<file path="config.mk">
export PLATFORM = sky130hd
export DESIGN_NAME = fifo_queue_with_range_delete
export DESIGN_NICKNAME = d
export VERILOG_FILES = /design/src/hw/rtl/fqrd_pkg.sv /design/src/hw/rtl/fifo_queue_with_range_delete.sv
export SDC_FILE = /design/constraint.sdc
export NUM_CORES = 1
export LEC_CHECK = 0
export BUFFER_PORTS_ARGS = -buffer_cell sky130_fd_sc_hd__clkbuf_2
export CAP_MARGIN = 20
export CORE_ASPECT_RATIO = 0.7
export CORE_MARGIN = 10
export CORE_UTILIZATION = 31
export DETAILED_ROUTE_END_ITERATION = 16
export GPL_TIMING_DRIVEN = 1
export PLACE_DENSITY = 0.54
export SLEW_MARGIN = 20
export SYNTH_ARGS = -nofsm -noshare
export SYNTH_HDL_FRONTEND = slang
export SYNTH_SLANG_ARGS = --single-unit
</file>
<file path="constraint.sdc">
create_clock -name clk -period 12.99 [get_ports clk]
set_clock_uncertainty 0.1 [all_clocks]
set_input_delay 2.598 -clock clk [delete_from_list [all_inputs] [get_ports clk]]
set_output_delay 2.598 -clock clk [all_outputs]
set_load 0.005 [all_outputs]
</file>
<file path="src/hw/rtl/fqrd_pkg.sv">
package fqrd_pkg;

  localparam int DEPTH  = 16;
  localparam int AW     = $clog2(DEPTH);
  localparam int CW     = $clog2(DEPTH + 1);
  localparam int DW     = 32;
  localparam int CMD_W  = 3;
  localparam int STAT_W = 3;
  localparam int REM_W  = 4;

  localparam logic signed [DW-1:0] EMPTY_DATA = -32'sd1;

  typedef enum logic [CMD_W-1:0] {
    CMD_ENQ    = 3'd0,
    CMD_DEQ    = 3'd1,
    CMD_PEEK   = 3'd2,
    CMD_SEARCH = 3'd3,
    CMD_RMV    = 3'd4
  } fqrd_cmd_t;

  typedef enum logic [STAT_W-1:0] {
    STAT_OK       = 3'd0,
    STAT_EMPTY    = 3'd1,
    STAT_FULL     = 3'd2,
    STAT_BADIDX   = 3'd3,
    STAT_NOTFOUND = 3'd4
  } fqrd_status_t;

  typedef enum logic [2:0] {
    ST_IDLE,
    ST_EXEC,
    ST_READ,
    ST_SEARCH,
    ST_SHIFT
  } fqrd_state_t;

  typedef struct packed {
    logic fin;
    logic go_read;
    logic go_search;
    logic go_shift;
  } fqrd_ctl_t;

endpackage

</file>
<file path="src/hw/rtl/fifo_queue_with_range_delete.sv">
// Each command goes from IDLE to EXEC. Enqueue, unused codes, an empty dequeue or peek,
// and a remove-before that deletes nothing finish there; a dequeue or peek on a non-empty
// queue reads the head slot and finishes in READ; search walks in SEARCH to a match or the
// end; a deleting remove-before moves slots in SHIFT. The walk reads one slot per cycle.
// One command is in work at a time: in_stall stays high until its result is registered.
// Reset (rst_n low, synchronous) empties the queue; the slot memory is not cleared.
module fifo_queue_with_range_delete import fqrd_pkg::*; (
  input  logic                     clk,
  input  logic                     rst_n,
  input  logic                     in_valid,
  output logic                     in_stall,
  input  logic [CMD_W-1:0]         in_cmd,
  input  logic signed [DW-1:0]     in_value,
  input  logic [CW-1:0]            in_target_pos,
  input  logic [CW-1:0]            in_remove_count,
  output logic                     out_valid,
  input  logic                     out_stall,
  output logic signed [DW-1:0]     out_data,
  output logic [STAT_W-1:0]        out_status,
  output logic [CW-1:0]            out_match_pos,
  output logic [REM_W-1:0]         out_removed,
  output logic [CW-1:0]            out_occupancy
);

  fqrd_state_t state_r, state_nxt;
  fqrd_ctl_t   ctl;

  logic [CMD_W-1:0]     cmd_r;
  logic signed [DW-1:0] value_r;
  logic [CW-1:0]        tpos_r, kcnt_r;

  logic [AW-1:0] head_r, head_nxt, tail_r, tail_nxt;
  logic [CW-1:0] count_r, count_nxt;
  logic [CW-1:0] idx_r, idx_nxt, cmp_idx_r, cmp_idx_nxt;
  logic          cmp_vld_r, cmp_vld_nxt;
  logic [REM_W-1:0] nrem_r, nrem_nxt;

  logic [DW-1:0] mem [DEPTH];
  logic [DW-1:0] mem_rdata_r;
  logic          mem_we, mem_re;
  logic [AW-1:0] mem_waddr, mem_raddr;
  logic [DW-1:0] mem_wdata;

  logic                 out_valid_r;
  logic signed [DW-1:0] out_data_r;
  logic [STAT_W-1:0]    out_status_r;
  logic [CW-1:0]        out_mpos_r, out_occ_r;
  logic [REM_W-1:0]     out_rem_r;

  logic signed [DW-1:0] fin_data;
  logic [STAT_W-1:0]    fin_status;
  logic [CW-1:0]        fin_mpos, fin_occ;
  logic [REM_W-1:0]     fin_rem;

  logic          out_free;
  logic          match;
  logic [CW-1:0] tpos_m1, nrem_calc, count_less;

  assign in_stall      = (state_r != ST_IDLE);
  assign out_valid     = out_valid_r;
  assign out_data      = out_data_r;
  assign out_status    = out_status_r;
  assign out_match_pos = out_mpos_r;
  assign out_removed   = out_rem_r;
  assign out_occupancy = out_occ_r;

  assign out_free   = !out_valid_r || !out_stall;
  assign match      = cmp_vld_r && (mem_rdata_r == value_r);
  assign tpos_m1    = tpos_r - CW'(1);
  assign nrem_calc  = (kcnt_r < tpos_m1) ? kcnt_r : tpos_m1;
  assign count_less = count_r - CW'(nrem_r);

  always_comb begin
    state_nxt = state_r;
    case (state_r)
      ST_IDLE: begin
        if (in_valid) state_nxt = ST_EXEC;
      end
      ST_EXEC: begin
        if (ctl.fin)            state_nxt = ST_IDLE;
        else if (ctl.go_read)   state_nxt = ST_READ;
        else if (ctl.go_search) state_nxt = ST_SEARCH;
        else if (ctl.go_shift)  state_nxt = ST_SHIFT;
      end
      ST_READ, ST_SEARCH, ST_SHIFT: begin
        if (ctl.fin) state_nxt = ST_IDLE;
      end
      default: state_nxt = ST_IDLE;
    endcase
  end

  always_comb begin
    ctl         = '0;
    head_nxt    = head_r;
    tail_nxt    = tail_r;
    count_nxt   = count_r;
    idx_nxt     = idx_r;
    cmp_idx_nxt = cmp_idx_r;
    cmp_vld_nxt = cmp_vld_r;
    nrem_nxt    = nrem_r;
    mem_we      = 1'b0;
    mem_waddr   = tail_r;
    mem_wdata   = value_r;
    mem_re      = 1'b0;
    mem_raddr   = head_r;
    fin_data    = '0;
    fin_status  = STAT_OK;
    fin_mpos    = '0;
    fin_rem     = '0;
    fin_occ     = count_r;
    case (state_r)
      ST_EXEC: begin
        case (cmd_r)
          CMD_ENQ: begin
            if (out_free) begin
              ctl.fin = 1'b1;
              if (count_r == CW'(DEPTH)) begin
                fin_status = STAT_FULL;
              end else begin
                mem_we    = 1'b1;
                tail_nxt  = tail_r + AW'(1);
                count_nxt = count_r + CW'(1);
                fin_occ   = count_r + CW'(1);
              end
            end
          end
          CMD_DEQ, CMD_PEEK: begin
            if (count_r == '0) begin
              if (out_free) begin
                ctl.fin    = 1'b1;
                fin_data   = EMPTY_DATA;
                fin_status = STAT_EMPTY;
              end
            end else begin
              mem_re      = 1'b1;
              ctl.go_read = 1'b1;
            end
          end
          CMD_SEARCH: begin
            idx_nxt       = '0;
            cmp_vld_nxt   = 1'b0;
            ctl.go_search = 1'b1;
          end
          CMD_RMV: begin
            if (tpos_r < CW'(2) || tpos_r > count_r) begin
              if (out_free) begin
                ctl.fin    = 1'b1;
                fin_status = STAT_BADIDX;
              end
            end else if (nrem_calc == '0) begin
              ctl.fin = out_free;
            end else begin
              nrem_nxt     = REM_W'(nrem_calc);
              idx_nxt      = tpos_m1;
              cmp_vld_nxt  = 1'b0;
              ctl.go_shift = 1'b1;
            end
          end
          default: ctl.fin = out_free;
        endcase
      end
      ST_READ: begin
        if (out_free) begin
          ctl.fin  = 1'b1;
          fin_data = mem_rdata_r;
          if (cmd_r == CMD_DEQ) begin
            head_nxt  = head_r + AW'(1);
            count_nxt = count_r - CW'(1);
            fin_occ   = count_r - CW'(1);
          end
        end
      end
      ST_SEARCH: begin
        if (match || idx_r >= count_r) begin
          // Hold the last compare until the result register frees up.
          if (out_free) begin
            ctl.fin    = 1'b1;
            fin_status = match ? STAT_OK : STAT_NOTFOUND;
            fin_mpos   = match ? cmp_idx_r + CW'(1) : '0;
          end
        end else begin
          mem_re      = 1'b1;
          mem_raddr   = head_r + idx_r[AW-1:0];
          cmp_vld_nxt = 1'b1;
          cmp_idx_nxt = idx_r;
          idx_nxt     = idx_r + CW'(1);
        end
      end
      ST_SHIFT: begin
        // Slot read at offset i is written in the next cycle at offset i - nrem. Writes always
        // trail the reads, so no slot is overwritten before it has been read.
        cmp_vld_nxt = 1'b0;
        if (cmp_vld_r) begin
          mem_we    = 1'b1;
          mem_waddr = head_r + AW'(cmp_idx_r - CW'(nrem_r));
          mem_wdata = mem_rdata_r;
        end
        if (idx_r < count_r) begin
          mem_re      = 1'b1;
          mem_raddr   = head_r + idx_r[AW-1:0];
          cmp_vld_nxt = 1'b1;
          cmp_idx_nxt = idx_r;
          idx_nxt     = idx_r + CW'(1);
        end else if (!cmp_vld_r && out_free) begin
          ctl.fin   = 1'b1;
          fin_rem   = nrem_r;
          count_nxt = count_less;
          tail_nxt  = head_r + count_less[AW-1:0];
          fin_occ   = count_less;
        end
      end
      default: ;
    endcase
  end

  always_ff @(posedge clk) begin
    if (mem_we) mem[mem_waddr] <= mem_wdata;
    if (mem_re) mem_rdata_r <= mem[mem_raddr];
  end

  always_ff @(posedge clk) begin
    if (!rst_n) begin
      state_r     <= ST_IDLE;
      head_r      <= '0;
      tail_r      <= '0;
      count_r     <= '0;
      cmp_vld_r   <= 1'b0;
      out_valid_r <= 1'b0;
    end else begin
      state_r   <= state_nxt;
      head_r    <= head_nxt;
      tail_r    <= tail_nxt;
      count_r   <= count_nxt;
      cmp_vld_r <= cmp_vld_nxt;
      if (ctl.fin) out_valid_r <= 1'b1;
      else if (!out_stall) out_valid_r <= 1'b0;
    end
  end

  always_ff @(posedge clk) begin
    idx_r     <= idx_nxt;
    cmp_idx_r <= cmp_idx_nxt;
    nrem_r    <= nrem_nxt;
    if (state_r == ST_IDLE && in_valid) begin
      cmd_r   <= in_cmd;
      value_r <= in_value;
      tpos_r  <= in_target_pos;
      kcnt_r  <= in_remove_count;
    end
    if (ctl.fin) begin
      out_data_r   <= fin_data;
      out_status_r <= fin_status;
      out_mpos_r   <= fin_mpos;
      out_rem_r    <= fin_rem;
      out_occ_r    <= fin_occ;
    end
  end

endmodule

</file>
After elaboration in Yosys (flattened, before gate mapping)

Memory sizes are Yosys's and may differ from the RTL's. A register that Yosys moved wholly into a read port is not among the register bits.
Index checks and enable logic that the tools add are counted.

Register bits: 126
Memory bits (writable): 512
Input port bits: 49
Output and inout bits: 51
Logic and storage cells: 179
Memories: 1

$add $sub $neg: 12
Magnitude comparators: 5
Equal/unequal tests: 24
Muxes and demuxes: 87
Bitwise gates (word level): 4
Reductions and logical operators: 28

Memory list:

| memory | depth | width | rd ports | clocked after memory_dff | write ports | RTL line                           | RTL |
|---|---|---|---|---|---|---|---|
| mem    | 16    | 32    | 1        | 1                        | 1           | fifo_queue_with_range_delete.sv:38 | `logic [DW-1:0] mem [DEPTH];` |

Operators by type and width:

| operator            | number |
|---|---|
| $mux 32             | 6 |
| $mux 5              | 14 |
| $pmux 32 s2         | 1 |
| $mux 4              | 9 |
| $mux 3              | 11 |
| $eq 32x32->1        | 1 |
| $pmux 5 s3          | 2 |
| $mux 1              | 27 |
| $pmux 5 s2          | 2 |
| $pmux 3 s3          | 2 |
| $ne 2x2->1 const B  | 8 |
| $pmux 4 s2          | 2 |
| $add 5x1->5 const B | 3 |
| $add 4x4->4         | 3 |
| $eq 3x2->1 const B  | 4 |
| $reduce_and 6->1    | 2 |
| $logic_not 5->1     | 2 |
| $lt 5x5->1          | 2 |
| $sub 5x1->5 const B | 2 |
| $reduce_and 3->1    | 3 |
| $add 4x1->4 const B | 2 |
| $mux 2              | 4 |
| $pmux 1 s4          | 2 |
| $reduce_and 4->1    | 2 |
| other kinds (25)    | 44 |

Depth between registers and ports, before layout

Depth after elaboration: 13
Gate-level depth with buffers: 13
Depth with buffers taken out: 12

Worst setup path before layout

Ideal clock, no wire load.

Path type: input-to-reg
Start point: in out_stall
End point: reg state_r[1]
Library setup time: 0.132 ns
Data arrival time: 7.217 ns
Data required time: 12.758 ns
Slack: 5.540 ns
Cell stages on the path: 5
Path buffers: 0
Path through: nand2_1 nand2_1 o311ai_1 or3b_2 a21oi_1

RTL lines:

| item                 | RTL line                            | RTL |
|---|---|---|
| start, declared      | fifo_queue_with_range_delete.sv:17  | `input logic out_stall,` |
| end signal, assigned | fifo_queue_with_range_delete.sv:230 | `state_r <= state_nxt;` |
| end, declared        | fifo_queue_with_range_delete.sv:25  | `fqrd_state_t state_r, state_nxt;` |

Final worst setup path

Start point: reg count_r[1]
End point: reg mem_rdata_r[3] (read register of mem), data pin

Word-level cells in the longest chain between the ends: 4
Elaborated cells on any way between the ends: 12
Those cells by class: order compare: 2; mux: 8; reduce/logical: 2

Ends and longest elaborated chain:

| item                                                 | RTL line                                                                 | RTL |
|---|---|---|
| start, declared                                      | fifo_queue_with_range_delete.sv:33                                       | `logic [CW-1:0] count_r, count_nxt;` |
| start signal, assigned                               | fifo_queue_with_range_delete.sv:233                                      | `count_r <= count_nxt;` |
| $ge 5x5->1 / $logic_not 5->1 (equally long branches) | fifo_queue_with_range_delete.sv:174, fifo_queue_with_range_delete.sv:128 |  |
| $logic_or 1x1->1 / $mux 1 (equally long branches)    | fifo_queue_with_range_delete.sv:174, fifo_queue_with_range_delete.sv:128 |  |
| $mux 1 (tied with other cells)                       | fifo_queue_with_range_delete.sv:174                                      | `if (match \|\| idx_r >= count_r) begin` |
| $pmux 1 s3 / $pmux 4 s2 (equally long branches)      | fifo_queue_with_range_delete.sv:111                                      | `case (state_r)` |
| end, declared                                        | fifo_queue_with_range_delete.sv:39                                       | `logic [DW-1:0] mem_rdata_r;` |

Parallel ways exist; a longest one is shown, timed or not.
A chain may end at the register's enable or synchronous reset.

==> results by group <==
Finish
  – Final net count: 2018
  – Final design utilization: 36.02%
  – Count of inserted antenna diode cells: 0
  – Growth of design area from synthesis to finish: 15.24%
  – Share of cells above drive strength 1: 13.69%

Clocking
  – CTS tree: done
  – Clock tree root driver cell: sky130_fd_sc_hd__clkbuf_16
  – Cts repair resizes: 0
  – Source-to-sink clock delay at the later pin of the worst-skew pair: a little over 0.6 ns
  – H-tree level count: 3
  – Clock Sink Count: 670
  – Number of buffers inserted to repair setup after CTS: 0
  – CTS Buf Count: between 60 and 70
  – Post-CTS clock slew at the launch and capture registers of the worst setup and hold paths: 0.06 ns
  – Cts-stage hold buffer count: 0
  – Max clock buf depth: 3

Timing
  – Max_slew headroom: roughly 30%
  – Final cycle utilization of the critical path: a little over two fifths
  – Sum of negative setup slack: 0 ns
  – Achievable Freq: 0.1828 GHz
  – Minimum clock period: between 5 and 6 ns
  – Hold Fails Final Rpt: 0
  – Actual slew at the worst max-slew pin: 1.052 ns
  – Max-slew violation count: 0
  – Unrepaired setup endpoints after global routing: false
  – Setup violators final: 0

Floorplan
  – Number of cell rows: 91
  – Height of the die: 269.3 um
  – Die area: about 100000 um^2
  – Count of pins on the block boundary: 100
  – Core Footprint: a little under 90000 um^2
  – Chip Width: approximately 380 um
  – Effective utilization at floorplan: 31.26%

Route
  – Vias after detailed routing: 16320
  – WL per Instance: 23.86 um
  – Antenna-violating nets left: 0
  – Total Wirelength: 74780 um
  – Vias per std cell: 5.208
  – DR DRC count: 0
  – Number of DRC violations after detailed-routing iteration 0: 1825
  – Drt pass-1 iters: 5

Status
  – Status: complete, no violations

Yosys
  – Most instantiated cells after synthesis: sky130_fd_sc_hd__edfxtp_1 (652), sky130_fd_sc_hd__nand2_1 (203), sky130_fd_sc_hd__mux2i_1 (164)
  – Number of enable flip-flop cells after synthesis: about 650
  – Count of yosys warnings during synthesis: 0
  – Mean area per synthesized cell: around 15 um^2
  – Number of cells produced by synthesis: 1809
  – Post-synth cell types: 67
  – Top area cells in the synthesized netlist: sky130_fd_sc_hd__edfxtp_1 (71%), sky130_fd_sc_hd__mux2i_1 (6.0%), sky130_fd_sc_hd__o22ai_1 (3.0%)
  – Cell with the most instances after synthesis: sky130_fd_sc_hd__edfxtp_1
  – Largest area contributor in the synthesized netlist: sky130_fd_sc_hd__edfxtp_1
  – Fraction of the yosys area taken by sequential cells: between 70% and 80%
  – Post-synthesis net count: 1899
  – Portion of synthesized cell area occupied by the leading cell type: between 70 and 80%
  – Share of synthesized registers carrying an async set or reset: 0%
  – Number of register bits inferred by synthesis: 670
  – Netlist area before placement: 27510 um^2
  – Top_reg_cell synth: sky130_fd_sc_hd__edfxtp_1

Placement
  – Routability cong.: 0.8319
  – Detailed Place HPWL: 45930 um
  – Count of port buffers added during placement: 99

Worst setup path
  – Critical Path AT: ~5.7 ns
  – CP Capture Type: register
  – Setup crit start kind: register
  – Critical Path Fanout Max: 49
  – Critical path required time: 13.22 ns
  – Category of the critical setup timing path: reg -> reg

Global route
  – Initial antenna violation count: 5
  – Total global routing overflow: 0
  – Via count of the first global-routing pass: approximately 16000
  – Maximum number of pins on one net before global-route repair: 65
  – Global-route wire length before repair: 108100 um
  – Overall global routing resource usage: 14.28%

Hold path
  – Type of the most critical hold path: reg -> reg

Pwr
  – Cell leakage power: 10.34 nW
  – PwrDens: 161.8 nW/um^2
  – Peak supply drop: approximately 0.093 mV

Flow run
  – Max-cap violation count: 0
## cell type report
type	instances	area, um^2
fill	8246	56310
timing repair buffer	138	914.6
clock inverter	29	186.4
sequential	670	19940
clock buffer	86	1833
tap	1162	1454
multi-input combinational	1014	7246
inverter	35	131.4
## layer usage
metal | GRT usage (%) | up-vias | wire length, um
met5 | 0 | - | 26
met1 | 20.53 | 8165 | 34060
li1 | - | 7317 | -
met4 | 4.527 | 4 | 2144
met3 | 4.367 | 134 | 7421
met2 | 20.33 | 703 | 31120
## registers in the layout, indices dropped and copies added, names as in the netlist, 4 cells and up
name	cells
cmp_idx_r	5
count_r	5
head_r	4
idx_r	5
kcnt_r	5
mem	512
mem_rdata_r	32
nrem_r	4
out_data	32
out_match_pos	5
out_occupancy	5
out_removed	4
tail_r	4
tpos_r	5
value_r	32
## metrics by stage
| stage | std cells | worst slack (ns) | hold slack, ns | area (um^2) | total power (W) |
|---|---|---|---|---|---|
| 3_5_place_dp | 3014 | 6.713 | 0.3893 | 29580 | 0.003341 |
| 4_1_cts | 3129 | 7.344 | 0.4007 | 31600 | 0.005178 |
| 6_report | 3134 | 7.521 | 0.4038 | 31700 | 0.005130 |
| 5_1_grt | 3134 | 7.304 | 0.4239 | 31700 | 0.005340 |
| 2_1_floorplan | 1809 | 5.540 | 0.3681 | 27510 | 0.003033 |
| 3_3_place_gp | 3010 | 6.728 | 0.3917 | 29490 | 0.003322 |
## final timing paths
check	end	start	depth (start not counted)	slack, ns
max	mem_rdata_r[3]$_DFFE_PP_	count_r[1]$_SDFF_PN0_	11	7.52
max reg2reg	mem_rdata_r[3]$_DFFE_PP_	count_r[1]$_SDFF_PN0_	11	7.52
min	tail_r[3]$_SDFFE_PN0P_	tail_r[3]$_SDFFE_PN0P_	2	0.40
min reg2reg	tail_r[3]$_SDFFE_PN0P_	tail_r[3]$_SDFFE_PN0P_	2	0.40
## logic make-up after synthesis
logic type / after synthesis / synth area share [%]
xor gates and xnor gates: 60 / 1.910
adders and majority gates: 41 / 2.028
and+or+nand+nor: 407 / 7.035
AOI/OAI and AO/OA: 342 / 8.486
buffers and inverters: 125 / 2.101
DFF: 670 / 72.47
muxes: 164 / 5.967
## worst max-delay path, stage by stage, from the launching register on
cell,delay (ns)
sky130_fd_sc_hd__dfxtp_1,0.48
sky130_fd_sc_hd__inv_1,0.22
sky130_fd_sc_hd__ha_1,0.36
sky130_fd_sc_hd__nor2b_1,0.16
sky130_fd_sc_hd__o21ai_1,0.41
sky130_fd_sc_hd__nand3_1,0.35
sky130_fd_sc_hd__a31oi_1,0.32
sky130_fd_sc_hd__o311a_4,0.88
sky130_fd_sc_hd__buf_4,0.82
sky130_fd_sc_hd__mux2i_1,0.31
sky130_fd_sc_hd__o22ai_1,0.13
sky130_fd_sc_hd__or4_1,0.54
## placed cells by master (no fill, tap or decap), types with 18 or more instances in the layout
cell | netlist | routed
sky130_fd_sc_hd__or4_1 | 35 | 35
sky130_fd_sc_hd__clkbuf_2 | 0 | 100
sky130_fd_sc_hd__dfxtp_1 | 18 | 18
sky130_fd_sc_hd__edfxtp_1 | 652 | 652
sky130_fd_sc_hd__clkbuf_16 | 0 | 71
sky130_fd_sc_hd__nand2_1 | 203 | 202
sky130_fd_sc_hd__buf_4 | 9 | 29
sky130_fd_sc_hd__nor2_1 | 68 | 49
sky130_fd_sc_hd__mux2i_1 | 164 | 164
sky130_fd_sc_hd__xnor2_1 | 21 | 21
sky130_fd_sc_hd__a22oi_1 | 99 | 99
sky130_fd_sc_hd__ha_1 | 35 | 35
sky130_fd_sc_hd__nor2_4 | 0 | 19
sky130_fd_sc_hd__a21oi_1 | 27 | 27
sky130_fd_sc_hd__o22ai_1 | 132 | 132
sky130_fd_sc_hd__xor2_1 | 39 | 39
sky130_fd_sc_hd__inv_1 | 35 | 35
## where the power goes
group | internal (W) | switching (W) | leakage (nW)
Combinational | 0.000179 | 0.000441 | 3.29
Sequential | 0.00260 | 0.0000754 | 6.06
Clock | 0.00102 | 0.000811 | 0.978
No activity file was read; power rests on OpenSTA's default activity.
